<file path="config.mk">
export PLATFORM = sky130hd
export DESIGN_NAME = traffic_quota_meter
export DESIGN_NICKNAME = d
export VERILOG_FILES = /design/src/rtl/tqm_pkg.sv /design/src/rtl/tqm_cfg_regs.sv /design/src/rtl/tqm_ctrl.sv /design/src/rtl/tqm_datapath.sv /design/src/rtl/traffic_quota_meter.sv
export SDC_FILE = /design/constraint.sdc
export NUM_CORES = 2
export LEC_CHECK = 0
export BUFFER_PORTS_ARGS = -buffer_cell sky130_fd_sc_hd__buf_2
export CAP_MARGIN = 40
export CORE_MARGIN = 3
export CORE_UTILIZATION = 30
export DETAILED_ROUTE_END_ITERATION = 8
export PLACE_DENSITY = 0.5
export SLEW_MARGIN = 20
export SYNTH_ARGS = -nofsm -noshare
export SYNTH_HDL_FRONTEND = slang
export SYNTH_SLANG_ARGS = --single-unit
</file>
<file path="constraint.sdc">
create_clock -name i_clk -period 11.4 [get_ports i_clk]
set_input_delay 0.57 -clock i_clk [delete_from_list [all_inputs] [get_ports i_clk]]
set_output_delay 0.57 -clock i_clk [all_outputs]
set_load 0.005 [all_outputs]
</file>
<file path="src/rtl/tqm_pkg.sv">
// Shared types and constants for the traffic quota meter.
// No dependencies; every other file of the block imports this package.
`timescale 1ns / 1ps
`default_nettype none

package tqm_pkg;

    // Stream payload widths
    localparam int IN_DATA_W  = 96;
    localparam int OUT_DATA_W = 72;
    localparam int CFG_IDX_W  = 3;
    localparam int CFG_DATA_W = 32;

    // Opcodes carried in the input tuser
    localparam logic [1:0] OP_UPDATE = 2'd0;
    localparam logic [1:0] OP_END    = 2'd1;
    localparam logic [1:0] OP_START  = 2'd2;

    // Status codes
    localparam logic [1:0] ST_DISABLED = 2'd0;
    localparam logic [1:0] ST_BELOW    = 2'd1;
    localparam logic [1:0] ST_BETWEEN  = 2'd2;
    localparam logic [1:0] ST_OVER     = 2'd3;

    // Warning codes
    localparam logic [1:0] WARN_NONE    = 2'd0;
    localparam logic [1:0] WARN_TIME    = 2'd1;
    localparam logic [1:0] WARN_TRAFFIC = 2'd2;

    // Configuration register indexes
    localparam logic [CFG_IDX_W-1:0] CFG_THRESHOLD   = 3'd0;
    localparam logic [CFG_IDX_W-1:0] CFG_HOME_DATA   = 3'd1;
    localparam logic [CFG_IDX_W-1:0] CFG_ROAM_DATA   = 3'd2;
    localparam logic [CFG_IDX_W-1:0] CFG_HOME_TIME   = 3'd3;
    localparam logic [CFG_IDX_W-1:0] CFG_ROAM_TIME   = 3'd4;
    localparam logic [CFG_IDX_W-1:0] CFG_WARN_ENABLE = 3'd5;
    localparam logic [CFG_IDX_W-1:0] CFG_ROAM_MODE   = 3'd6;

    localparam logic [6:0] THRESHOLD_RESET = 7'd80;

    // Largest total whose product with 100 still fits in 64 bits
    localparam logic [63:0] TOTAL_SCALE_MAX = 64'd184467440737095516;

    typedef struct packed {
        logic [6:0]  threshold_percent;
        logic [19:0] home_data_limit_mib;
        logic [19:0] roaming_data_limit_mib;
        logic [31:0] home_time_limit_s;
        logic [31:0] roaming_time_limit_s;
        logic        warn_enable;
        logic        roaming_mode;
    } t_cfg;

    // Controller to datapath commands, at most one high per cycle
    typedef struct packed {
        logic accept;   // capture input item
        logic apply;    // update counters and totals
        logic total;    // form total and threshold products
        logic scale;    // scale total by 100
        logic status;   // statuses and warning
        logic load;     // move result into output register
    } t_dp_cmd;

endpackage

`default_nettype wire

</file>
<file path="src/rtl/tqm_cfg_regs.sv">
// Configuration register file of the traffic quota meter.
// Depends on tqm_pkg for the register layout and indexes.
`timescale 1ns / 1ps
`default_nettype none

module tqm_cfg_regs (
    input  wire logic                           i_clk,
    input  wire logic                           i_rst_n,
    input  wire logic                           i_wr_en,
    input  wire logic [tqm_pkg::CFG_IDX_W-1:0]  i_wr_index,
    input  wire logic [tqm_pkg::CFG_DATA_W-1:0] i_wr_data,
    output tqm_pkg::t_cfg                       o_cfg
);
    import tqm_pkg::*;

    t_cfg r_cfg;
    t_cfg n_cfg;

    // Write decode
    always_comb begin
        n_cfg = r_cfg;
        if (i_wr_en) begin
            unique case (i_wr_index)
                CFG_THRESHOLD:   n_cfg.threshold_percent      = i_wr_data[6:0];
                CFG_HOME_DATA:   n_cfg.home_data_limit_mib    = i_wr_data[19:0];
                CFG_ROAM_DATA:   n_cfg.roaming_data_limit_mib = i_wr_data[19:0];
                CFG_HOME_TIME:   n_cfg.home_time_limit_s      = i_wr_data;
                CFG_ROAM_TIME:   n_cfg.roaming_time_limit_s   = i_wr_data;
                CFG_WARN_ENABLE: n_cfg.warn_enable            = i_wr_data[0];
                CFG_ROAM_MODE:   n_cfg.roaming_mode           = i_wr_data[0];
                default:         n_cfg = r_cfg;
            endcase
        end
    end

    always_ff @(posedge i_clk) begin
        if (!i_rst_n) begin
            r_cfg.threshold_percent      <= THRESHOLD_RESET;
            r_cfg.home_data_limit_mib    <= '0;
            r_cfg.roaming_data_limit_mib <= '0;
            r_cfg.home_time_limit_s      <= '0;
            r_cfg.roaming_time_limit_s   <= '0;
            r_cfg.warn_enable            <= 1'b1;
            r_cfg.roaming_mode           <= 1'b0;
        end else begin
            r_cfg <= n_cfg;
        end
    end

    assign o_cfg = r_cfg;

endmodule

`default_nettype wire

</file>
<file path="src/rtl/tqm_ctrl.sv">
// Sequencing controller of the traffic quota meter.
// Depends on tqm_pkg for the datapath command struct.
`timescale 1ns / 1ps
`default_nettype none

module tqm_ctrl (
    input  wire logic        i_clk,
    input  wire logic        i_rst_n,
    input  wire logic        i_s_tvalid,
    output logic             o_s_tready,
    output logic             o_m_tvalid,
    input  wire logic        i_m_tready,
    output tqm_pkg::t_dp_cmd o_cmd
);
    import tqm_pkg::*;

    typedef enum logic [5:0] {
        S_IDLE   = 6'b000001,
        S_APPLY  = 6'b000010,
        S_TOTAL  = 6'b000100,
        S_SCALE  = 6'b001000,
        S_STATUS = 6'b010000,
        S_DONE   = 6'b100000
    } t_state;

    t_state r_state;
    t_state n_state;
    logic   r_m_valid;
    logic   n_m_valid;
    logic   w_accept;
    logic   w_load;

    assign w_accept = (r_state == S_IDLE) && i_s_tvalid;
    // Result may enter the output register once it is empty or being drained
    assign w_load   = (r_state == S_DONE) && (!r_m_valid || i_m_tready);

    // Next state
    always_comb begin
        n_state = r_state;
        unique case (r_state)
            S_IDLE:   if (i_s_tvalid) n_state = S_APPLY;
            S_APPLY:  n_state = S_TOTAL;
            S_TOTAL:  n_state = S_SCALE;
            S_SCALE:  n_state = S_STATUS;
            S_STATUS: n_state = S_DONE;
            S_DONE:   if (w_load) n_state = S_IDLE;
            default:  n_state = S_IDLE;
        endcase
    end

    // Output valid flag
    always_comb begin
        n_m_valid = r_m_valid;
        if (w_load) begin
            n_m_valid = 1'b1;
        end else if (r_m_valid && i_m_tready) begin
            n_m_valid = 1'b0;
        end
    end

    always_ff @(posedge i_clk) begin
        if (!i_rst_n) begin
            r_state   <= S_IDLE;
            r_m_valid <= 1'b0;
        end else begin
            r_state   <= n_state;
            r_m_valid <= n_m_valid;
        end
    end

    // Commands
    always_comb begin
        o_cmd        = '0;
        o_cmd.accept = w_accept;
        o_cmd.apply  = (r_state == S_APPLY);
        o_cmd.total  = (r_state == S_TOTAL);
        o_cmd.scale  = (r_state == S_SCALE);
        o_cmd.status = (r_state == S_STATUS);
        o_cmd.load   = w_load;
    end

    assign o_s_tready = (r_state == S_IDLE);
    assign o_m_tvalid = r_m_valid;

endmodule

`default_nettype wire

</file>
<file path="src/rtl/tqm_datapath.sv">
// Datapath of the traffic quota meter: counters, totals, status compares
// and the output register. Depends on tqm_pkg.
`timescale 1ns / 1ps
`default_nettype none

module tqm_datapath (
    input  wire logic                           i_clk,
    input  wire logic                           i_rst_n,
    input  wire tqm_pkg::t_cfg                  i_cfg,
    input  wire tqm_pkg::t_dp_cmd               i_cmd,
    input  wire logic [1:0]                     i_opcode,
    input  wire logic [tqm_pkg::IN_DATA_W-1:0]  i_data,
    output logic      [tqm_pkg::OUT_DATA_W-1:0] o_data
);
    import tqm_pkg::*;

    // Captured item
    logic [1:0]  r_op;
    logic [31:0] r_sent;
    logic [31:0] r_rcvd;
    logic [31:0] r_secs;

    // Metering state
    logic [63:0] r_home_bytes, n_home_bytes;
    logic [63:0] r_roam_bytes, n_roam_bytes;
    logic [31:0] r_home_secs,  n_home_secs;
    logic [31:0] r_roam_secs,  n_roam_secs;
    logic [31:0] r_last_sent,  n_last_sent;
    logic [31:0] r_last_rcvd,  n_last_rcvd;
    logic        r_timing_valid, n_timing_valid;
    logic        r_warn_armed;
    logic        r_creset;

    // Intermediate results
    logic [63:0] r_total;
    logic [38:0] r_secs100;
    logic [38:0] r_th_tlim;
    logic [26:0] r_th_dlim;
    logic [63:0] r_total100;
    logic        r_big;
    logic [1:0]  r_traffic_st;
    logic [1:0]  r_time_st;
    logic [1:0]  r_warn;
    logic [OUT_DATA_W-1:0] r_out;

    // Apply stage signals
    logic        w_decrease;
    logic        w_fold;
    logic [31:0] w_adj_sent;
    logic [31:0] w_adj_rcvd;
    logic [32:0] w_cnt;
    logic [63:0] w_base_bytes;
    logic [31:0] w_base_secs;
    logic [64:0] w_bytes_sum;
    logic [32:0] w_secs_sum;
    logic [63:0] w_bytes_fold;
    logic [31:0] w_secs_fold;

    // Mode selections and later stage signals
    logic [19:0] w_dlim;
    logic [31:0] w_tlim;
    logic [31:0] w_secs_sel;
    logic [64:0] w_total_sum;
    logic [63:0] w_total;
    logic [38:0] w_secs_ext;
    logic [63:0] w_total100;
    logic [63:0] w_dlim_bytes;
    logic [63:0] w_th_dlim_bytes;
    logic [1:0]  w_traffic_st;
    logic [1:0]  w_time_st;
    logic [1:0]  w_warn;

    assign w_dlim     = i_cfg.roaming_mode ? i_cfg.roaming_data_limit_mib
                                           : i_cfg.home_data_limit_mib;
    assign w_tlim     = i_cfg.roaming_mode ? i_cfg.roaming_time_limit_s
                                           : i_cfg.home_time_limit_s;
    assign w_secs_sel = i_cfg.roaming_mode ? r_roam_secs : r_home_secs;

    // Capture the item
    always_ff @(posedge i_clk) begin
        if (i_cmd.accept) begin
            r_op   <= i_opcode;
            r_sent <= i_data[31:0];
            r_rcvd <= i_data[63:32];
            r_secs <= i_data[95:64];
        end
    end

    // Counter decrease check, fold sums
    assign w_decrease   = (r_sent < r_last_sent) || (r_rcvd < r_last_rcvd);
    assign w_adj_sent   = (r_sent > r_last_sent) ? (r_sent - r_last_sent) : r_sent;
    assign w_adj_rcvd   = (r_rcvd > r_last_rcvd) ? (r_rcvd - r_last_rcvd) : r_rcvd;
    assign w_fold       = ((r_op == OP_UPDATE) && w_decrease) || (r_op == OP_END);
    assign w_cnt        = {1'b0, r_last_sent} + {1'b0, r_last_rcvd};
    assign w_base_bytes = i_cfg.roaming_mode ? r_roam_bytes : r_home_bytes;
    assign w_base_secs  = i_cfg.roaming_mode ? r_roam_secs : r_home_secs;
    assign w_bytes_sum  = {1'b0, w_base_bytes} + {32'b0, w_cnt};
    assign w_secs_sum   = {1'b0, w_base_secs} + {1'b0, r_secs};
    assign w_bytes_fold = w_bytes_sum[64] ? '1 : w_bytes_sum[63:0];
    // Seconds only move while the session is timed
    assign w_secs_fold  = !r_timing_valid ? w_base_secs
                        : (w_secs_sum[32] ? '1 : w_secs_sum[31:0]);

    // Next metering state on the apply step
    always_comb begin
        n_home_bytes   = r_home_bytes;
        n_roam_bytes   = r_roam_bytes;
        n_home_secs    = r_home_secs;
        n_roam_secs    = r_roam_secs;
        n_last_sent    = r_last_sent;
        n_last_rcvd    = r_last_rcvd;
        n_timing_valid = r_timing_valid;
        if (w_fold) begin
            if (i_cfg.roaming_mode) begin
                n_roam_bytes = w_bytes_fold;
                n_roam_secs  = w_secs_fold;
            end else begin
                n_home_bytes = w_bytes_fold;
                n_home_secs  = w_secs_fold;
            end
            n_timing_valid = 1'b0;
            n_last_sent    = '0;
            n_last_rcvd    = '0;
        end
        if (r_op == OP_UPDATE) begin
            n_last_sent = w_decrease ? w_adj_sent : r_sent;
            n_last_rcvd = w_decrease ? w_adj_rcvd : r_rcvd;
        end
        if (r_op == OP_START) begin
            n_timing_valid = 1'b1;
        end
    end

    always_ff @(posedge i_clk) begin
        if (!i_rst_n) begin
            r_home_bytes   <= '0;
            r_roam_bytes   <= '0;
            r_home_secs    <= '0;
            r_roam_secs    <= '0;
            r_last_sent    <= '0;
            r_last_rcvd    <= '0;
            r_timing_valid <= 1'b0;
            r_warn_armed   <= 1'b1;
        end else begin
            if (i_cmd.apply) begin
                r_home_bytes   <= n_home_bytes;
                r_roam_bytes   <= n_roam_bytes;
                r_home_secs    <= n_home_secs;
                r_roam_secs    <= n_roam_secs;
                r_last_sent    <= n_last_sent;
                r_last_rcvd    <= n_last_rcvd;
                r_timing_valid <= n_timing_valid;
                if (r_op == OP_START) begin
                    r_warn_armed <= i_cfg.warn_enable;
                end
            end else if (i_cmd.status && (w_warn != WARN_NONE)) begin
                r_warn_armed <= 1'b0;
            end
        end
    end

    always_ff @(posedge i_clk) begin
        if (i_cmd.apply) begin
            r_creset <= (r_op == OP_UPDATE) && w_decrease;
        end
    end

    // Total for the mode and threshold products
    assign w_total_sum = {1'b0, w_base_bytes}
                       + {32'b0, ({1'b0, r_last_sent} + {1'b0, r_last_rcvd})};
    assign w_total     = w_total_sum[64] ? '1 : w_total_sum[63:0];
    assign w_secs_ext  = {7'b0, w_secs_sel};

    always_ff @(posedge i_clk) begin
        if (i_cmd.total) begin
            r_total   <= w_total;
            // times 100 = 64 + 32 + 4
            r_secs100 <= (w_secs_ext << 6) + (w_secs_ext << 5) + (w_secs_ext << 2);
            r_th_tlim <= {32'b0, i_cfg.threshold_percent} * {7'b0, w_tlim};
            r_th_dlim <= {20'b0, i_cfg.threshold_percent} * {7'b0, w_dlim};
        end
    end

    // Scale the total by 100
    assign w_total100 = (r_total << 6) + (r_total << 5) + (r_total << 2);

    always_ff @(posedge i_clk) begin
        if (i_cmd.scale) begin
            r_total100 <= w_total100;
            r_big      <= (r_total > TOTAL_SCALE_MAX);
        end
    end

    // Status by comparing 100*usage against multiples of the limit:
    // pct is zero, below threshold, between threshold and 100, or at least 100
    assign w_dlim_bytes    = {24'b0, w_dlim, 20'b0};
    assign w_th_dlim_bytes = {17'b0, r_th_dlim, 20'b0};

    always_comb begin
        if (w_dlim == '0) begin
            w_traffic_st = ST_DISABLED;
        end else if (r_big) begin
            w_traffic_st = ST_OVER;
        end else if (r_total100 < w_dlim_bytes) begin
            w_traffic_st = ST_DISABLED;
        end else if (r_total100 < w_th_dlim_bytes) begin
            w_traffic_st = ST_BELOW;
        end else if (r_total >= w_dlim_bytes) begin
            w_traffic_st = ST_OVER;
        end else begin
            w_traffic_st = ST_BETWEEN;
        end
    end

    always_comb begin
        if (w_tlim == '0) begin
            w_time_st = ST_DISABLED;
        end else if (r_secs100 < {7'b0, w_tlim}) begin
            w_time_st = ST_DISABLED;
        end else if (r_secs100 < r_th_tlim) begin
            w_time_st = ST_BELOW;
        end else if (w_secs_sel >= w_tlim) begin
            w_time_st = ST_OVER;
        end else begin
            w_time_st = ST_BETWEEN;
        end
    end

    // One-shot warning, time first
    always_comb begin
        w_warn = WARN_NONE;
        if ((r_op == OP_UPDATE) && r_warn_armed) begin
            if ((w_time_st == ST_OVER) || (w_time_st == ST_BETWEEN)) begin
                w_warn = WARN_TIME;
            end else if ((w_traffic_st == ST_OVER) || (w_traffic_st == ST_BETWEEN)) begin
                w_warn = WARN_TRAFFIC;
            end
        end
    end

    always_ff @(posedge i_clk) begin
        if (i_cmd.status) begin
            r_traffic_st <= w_traffic_st;
            r_time_st    <= w_time_st;
            r_warn       <= w_warn;
        end
    end

    // Output register
    always_ff @(posedge i_clk) begin
        if (i_cmd.load) begin
            r_out <= {1'b0, r_creset, r_warn, r_time_st, r_traffic_st, r_total};
        end
    end

    assign o_data = r_out;

endmodule

`default_nettype wire

</file>
<file path="src/rtl/traffic_quota_meter.sv">
// Top level of the traffic quota meter: stream ports, configuration port.
// Depends on tqm_pkg, tqm_cfg_regs, tqm_ctrl and tqm_datapath.
`timescale 1ns / 1ps
`default_nettype none

// Meters link usage against a home or roaming quota. Each input item is a
// counter update, session end or session start (opcode in tuser) and gives
// exactly one result item. From acceptance to its result entering the output
// register, an item passes one apply step, one step for the mode total and
// threshold products, one for the scale by 100, one for the status compares
// and warning, and the load. The controller works on one item at a time, so
// the input takes no new item until the result of the last one is loaded; a
// result waiting in the output register does not stop the next item from
// being accepted, only its load. Percent statuses are found by comparing
// 100*usage against the limit and threshold*limit, no divider.
// Configuration writes are taken in any cycle and must be issued while idle.
module traffic_quota_meter (
    input  wire logic                           i_clk,
    input  wire logic                           i_rst_n,
    // Input items
    input  wire logic                           s_axis_tvalid,
    output logic                                s_axis_tready,
    // [31:0] sent_count, [63:32] received_count, [95:64] session_seconds
    input  wire logic [tqm_pkg::IN_DATA_W-1:0]  s_axis_tdata,
    // [1:0] opcode
    input  wire logic [1:0]                     s_axis_tuser,
    // Result items
    output logic                                m_axis_tvalid,
    input  wire logic                           m_axis_tready,
    // [63:0] total_traffic, [65:64] traffic_status, [67:66] time_status,
    // [69:68] warning, [70] counter_reset, [71] zero
    output logic      [tqm_pkg::OUT_DATA_W-1:0] m_axis_tdata,
    // Configuration writes
    input  wire logic                           i_cfg_valid,
    output logic                                o_cfg_ready,
    input  wire logic [tqm_pkg::CFG_IDX_W-1:0]  i_cfg_index,
    input  wire logic [tqm_pkg::CFG_DATA_W-1:0] i_cfg_data
);
    import tqm_pkg::*;

    t_cfg    w_cfg;
    t_dp_cmd w_cmd;

    assign o_cfg_ready = 1'b1;

    tqm_cfg_regs u_cfg_regs (
        .i_clk      (i_clk),
        .i_rst_n    (i_rst_n),
        .i_wr_en    (i_cfg_valid),
        .i_wr_index (i_cfg_index),
        .i_wr_data  (i_cfg_data),
        .o_cfg      (w_cfg)
    );

    tqm_ctrl u_ctrl (
        .i_clk      (i_clk),
        .i_rst_n    (i_rst_n),
        .i_s_tvalid (s_axis_tvalid),
        .o_s_tready (s_axis_tready),
        .o_m_tvalid (m_axis_tvalid),
        .i_m_tready (m_axis_tready),
        .o_cmd      (w_cmd)
    );

    tqm_datapath u_datapath (
        .i_clk    (i_clk),
        .i_rst_n  (i_rst_n),
        .i_cfg    (w_cfg),
        .i_cmd    (w_cmd),
        .i_opcode (s_axis_tuser),
        .i_data   (s_axis_tdata),
        .o_data   (m_axis_tdata)
    );

    // One item in flight: no acceptance right after an acceptance
    a_single_item: assert property (@(posedge i_clk) disable iff (!i_rst_n)
        (s_axis_tvalid && s_axis_tready) |=> !s_axis_tready)
        else $error("input accepted while an item is in flight");

    // A new result appears only by a load from the datapath
    a_load_source: assert property (@(posedge i_clk) disable iff (!i_rst_n)
        $rose(m_axis_tvalid) |-> $past(w_cmd.load))
        else $error("output valid rose without a result load");

    // Warning never carries the unused code, and the pad bit stays clear
    a_warn_code: assert property (@(posedge i_clk) disable iff (!i_rst_n)
        m_axis_tvalid |-> ((m_axis_tdata[69:68] != 2'b11) && !m_axis_tdata[71]))
        else $error("bad warning code or pad bit in result");

    // At most one datapath command per cycle
    a_cmd_onehot: assert property (@(posedge i_clk) disable iff (!i_rst_n)
        $onehot0(w_cmd))
        else $error("more than one datapath command in a cycle");

endmodule

`default_nettype wire
</file>
Word level (Yosys, flattened, before mapping) --
Cells that the tools add are included.
Word-level totals: bits of input ports 138, output and inout port bits 75, bits in registers 788
Operators by class: bitwise logic cells 1, add/sub/neg operators 9, magnitude comparators 11, $mul 2, reductions and logical operators 34, equal/unequal tests 21, multiplexer cells 36
Operators with widths (count):
- $mux W32 | 11
- $add A64 B64 Y64 | 2
- $mux W64 | 2
- $add A32 B32 Y33 | 2
- $add A64 B33 Y65 | 1
- $ge A64 B40 Y1 | 1
- $gt A32 B32 Y1 | 2
- $gt A64 B58 Y1 const B | 1
- $lt A32 B32 Y1 | 2
- $lt A64 B40 Y1 | 1
- $lt A64 B47 Y1 | 1
- $sub A32 B32 Y32 | 2
- $add A38 B37 Y39 | 1
- $add A39 B34 Y39 | 1
- $lt A39 B32 Y1 | 1
- $lt A39 B39 Y1 | 1
- $mul A7 B32 Y39 | 1
- $pmux W6 S6 | 1
- $ge A32 B32 Y1 | 1
- $logic_not A32 Y1 | 1
- $mul A7 B20 Y27 | 1
- $reduce_and A2 Y1 | 11
- $logic_not A20 Y1 | 1
- $mux W2 | 10
- 24 further kinds | 55

Depth between registers and ports, before layout --
word-level depth 16, mapped depth 28

Cells and area by module --
A second synthesis with hierarchy kept.
Second synthesis, totals: cells, all modules 5870, area total of the unflattened synthesis 58128.2 um2
Modules (own cells, without submodules):
- tqm_datapath | area an instance 53530.1 um2, instances 1, cells an instance 5412
- tqm_cfg_regs | area an instance 4167.7 um2, instances 1, cells an instance 410
- tqm_ctrl | area an instance 419.2 um2, instances 1, cells an instance 46
- traffic_quota_meter | area an instance 11.3 um2, instances 1, cells an instance 2

Least setup slack after synthesis --
No wires, ideal clock.
path type flip-flop to flip-flop, from register u_cfg_regs.r_cfg (netlist bit u_cfg_regs.o_cfg[0]), to register u_datapath.r_th_tlim[37] (data pin), slack 3847 ps, required time 11144 ps, arrival 7297 ps, library setup time 256 ps, path buffers 7, period minus slack after synthesis 7553 ps, stages on the path, launching flop included 27, path through dfxtp_1 -> buf_2 -> buf_6 -> buf_2 -> buf_4 -> buf_2 -> buf_2 -> buf_1 -> mux2i_1 -> nor2b_1 -> fa_1 -> fa_1 -> fa_1 -> inv_1 -> fa_1 -> inv_1 -> ha_1 -> a21o_1 -> a21o_1 -> a21oi_1 -> o21ai_0 -> o41ai_1 -> o21ai_1 -> a31oi_1 -> o21ai_0 -> or4_1 -> and4_1
On the way: cells in the longest elaborated chain, start to end 2
RTL lines:
- start, declared | RTL line tqm_cfg_regs.sv:16 | t_cfg r_cfg;
- start signal, assigned | RTL line tqm_cfg_regs.sv:46 | r_cfg <= n_cfg;
- $mux W32 | RTL line tqm_datapath.sv:75 | assign w_tlim = i_cfg.roaming_mode ? i_cfg.roaming_time_limit_s
- $mul A7 B32 Y39 | RTL line tqm_datapath.sv:179 | r_th_tlim <= {32'b0, i_cfg.threshold_percent} * {7'b0, w_tlim};
- end signal, assigned | RTL line tqm_datapath.sv:179
- end, declared | RTL line tqm_datapath.sv:37 | logic [38:0] r_th_tlim;
No other way between the ends. A chain may end at the register's enable or synchronous reset.

Worst setup path in the final report --
from register u_cfg_regs.r_cfg (netlist bit u_cfg_regs.o_cfg[0]), to register u_datapath.r_th_tlim[35] (data pin)
Same word-level chain as after synthesis.

==> metrics <==
DRT met1 WL=77,600 µm; Clock H-tree levels=3; total routed wirelength=172,700 µm; cts bufs inserted=89; fraction of synthesis flops using an asynchronous set or reset pin=0; fill cell count=19,290; clock root buffer=clkbuf_16; Max-Cap Viols=0; met3 wire length=6053 µm; reg2reg start=u_cfg_regs.o_cfg[0]; setup violators final=0; total global-route track usage=0.1719; CP Launch Point=u_cfg_regs.o_cfg[0]; R2R cell count=21; Routed Antenna Nets=0; CP Max Fanout=45; Synth top area share=0.2015; worst vdd ir=0.1174 mV; net count after synthesis=7,050; critical path endpoint category=register; clk_lat worst skew=0.72 ns; setup TNS=0 ns; Distinct cells, synth=97; Worst Tran Pin Value=0.8837 ns; total number of vias=44,440; DRC=0; worst-case clock buffer depth=3; mean post-synth cell area=9.626 µm²; Post-synth EDFFs=388; global-route wire length before repair=267,000 µm; Core ar.=0.1908 mm²; Avg WL per Cell=19.43 µm; run status=complete, no violations; crit path time final=7.510 ns; Post-synth top cells=inv_1 (553), ha_1 (545), nand2_1 (545), a21oi_1 (441), edfxtp_1 (388); DR vias/cell=5.001; Pleak=27.96 nW; Synth area leader=edfxtp_1; Worst-path clk slew=0.06 ns; register bit total from synthesis=766; RR Endpoint=u_datapath.r_th_tlim[35]; cell count after synthesis=6,007; die height=445.0 µm; metal2 WL=83,260 µm; CTS tree=built; crit path DAT=8.02 ns; fmax=0.1332 GHz; Worst Hold Class=primary input to register; DRT Pass-1 Iters=7; post-synthesis sequential area ratio=0.3324; io pins=213; Initial DRC Count=2,637; initial antenna violation count=22; Max Slew Vio Count=0; max_slew headroom=0.4046; PortBufs=210; worst hold margin=0.05873 ns; Layout area overhead=14.51%; worst slack, placed=3.508 ns; Die W=445.0 µm; Crit path required time=11.91 ns; post-DP HPWL=131,400 µm; critical path type=register to register; remaining global-route overflow=0; most common cell in the netlist=inv_1; Final #Nets=7,323; postcts setup bufs=0; startpoint class of the critical path=register; Placed Instances=8,597; proportion of layout cells with a drive suffix above 1=0.09596; CTS Sinks=766; Final Cycle Share=0.6588; Worst Slack Setup Final=3.890 ns; reg2reg setup slack=3.89 ns; Initial Util=0.3031; Fin. Hold Viols=0; area of the die=0.1981 mm²; Synth warnings=0; synth top area cells=edfxtp_1 (20%), dfxtp_1 (13%), fa_1 (12%); P per Cell Area=103.8 mW/mm²; critical path endpoint=u_datapath.r_th_tlim[35]; Finished Layout Cells=8,886; largest net degree at the start of global routing=81; ys flop type=edfxtp_1; clk_skew=0.01864 ns; Mapped Area=0.05782 mm²; vias in the first global route=44,640; post-CTS sizing=0; Rows=160; highest routing layer actually used=met5; GPL Wtd Cong=0.8634; RSZ-0062 raised after global routing=no
==> final cells by class <==
class,count,area (µm²),area share
timing repair buffer,401,2898,0.04376
inverter,553,2086,0.03150
tap,2511,3142,0.04745
antenna,18,45.04,0.0006803
multi-input combinational,4469,35680,0.5389
clock buffer,108,2370,0.03579
sequential,766,19220,0.2903
clock inverter,60,770.7,0.01164
==> stage by stage <==
stage,util,total power [W],instance area [µm²]
final,0.3471,0.006873,66210
after global routing,0.3470,0.007164,66210
after CTS,0.3463,0.006973,66070
after detailed placement,0.3248,0.003815,61960
after global placement,0.3235,0.003804,61720
after floorplan,-,0.003579,57820
==> how the worst min path moves through the flow <==
stage,start,to,depth (start not counted)
after floorplan,u_datapath.r_traffic_st[0],u_datapath.o_data[64],0
after global routing,s_axis_tdata[84],u_datapath.r_secs[20],1
final,s_axis_tdata[84],u_datapath.r_secs[20],1
after detailed placement,u_datapath.r_time_st[1],u_datapath.o_data[67],0
after CTS,s_axis_tdata[84],u_datapath.r_secs[20],1
after global placement,u_datapath.r_warn[0],u_datapath.o_data[68],0
==> worst max-delay path, stage by stage (launching register included) <==
cell       delay [ns]
dfxtp_4          0.76
buf_4            0.71
mux2i_1          0.29
buf_4            0.22
nor2b_1          0.08
fa_1             0.49
fa_1             0.45
fa_1             0.55
inv_1            0.05
fa_1             0.54
inv_1            0.04
ha_1             0.36
nand4_1          0.14
or2_2            0.32
a2111oi_1        0.33
clkbuf_2         0.23
o41ai_1          0.13
o21ai_1          0.49
a31oi_1          0.25
o21a_1           0.26
or4b_1           0.50
o311ai_0         0.10
==> routing by layer <==
layer | vias to the layer above | GRT usage
met5 | - | 0
met2 | 830 | 0.2910
met1 | 21760 | 0.2238
met3 | 199 | 0.01947
met4 | 2 | 0.06775
li1 | 21650 | -
==> registers in the layout, summed over array words and instances (netlist names), 37 cells and up <==
register / count
u_cfg_regs.o_cfg: 113
u_datapath.o_data: 71
u_datapath.r_home_bytes: 64
u_datapath.r_roam_bytes: 64
u_datapath.r_secs100: 37
u_datapath.r_th_tlim: 39
u_datapath.r_total: 64
u_datapath.r_total100: 44
==> logic make-up after synthesis <==
| kind of cell | synth area share |
|---|---|
| flip-flops | 0.3324 |
| AND/OR/NAND/NOR | 0.1477 |
| XOR/XNOR | 0.03514 |
| multiplexers | 0.03663 |
| adder cells (fa/ha/maj) | 0.2426 |
| other | 0.0001299 |
| AO/OA/AOI/OAI | 0.1535 |
| buffers and inverters | 0.05195 |
==> cell usage in the layout, fill, tap and decap left out, types with 17 or more instances in the layout <==
cell type / Yosys / final
a211oi_1: 91 / 91
o22ai_1: 29 / 29
nand2_1: 545 / 544
or3_1: 17 / 17
o21a_1: 59 / 59
o31ai_1: 29 / 28
fa_1: 360 / 360
nand4_1: 79 / 79
buf_2: 40 / 209
inv_1: 553 / 550
o211ai_1: 22 / 22
ha_1: 545 / 545
mux2i_1: 113 / 113
buf_4: 11 / 77
xnor2_1: 151 / 151
diode_2: 0 / 18
clkbuf_16: 0 / 90
a21oi_1: 441 / 441
a31oi_1: 32 / 32
nor3_1: 76 / 75
nand2b_1: 88 / 88
nor4_1: 37 / 37
xor2_1: 81 / 81
mux2_2: 85 / 85
edfxtp_1: 388 / 388
nor2b_1: 277 / 276
o21ai_0: 345 / 345
and2_1: 64 / 63
nand3_1: 135 / 135
dlygate4sd3_1: 0 / 97
nor2_1: 283 / 282
a21o_1: 159 / 159
o21bai_1: 31 / 31
and3_1: 34 / 33
dfxtp_1: 378 / 376
==> power breakdown <==
part	switching (W)	internal (W)	total (W)	leakage (nW)
combinational	0.000458	0.000311	0.000768	19.9
sequential	0.0000517	0.00296	0.00301	6.54
clock	0.00129	0.00180	0.00309	1.51
total	0.00180	0.00507	0.00687	28.0
==> repair_timing <==
action | CTS | global route
endpoints found under the setup margin | 0 | 0
hold endpoints to repair | 97 | 0
hold buffers | 97 | 0
(Power assumes the default switching activity.)
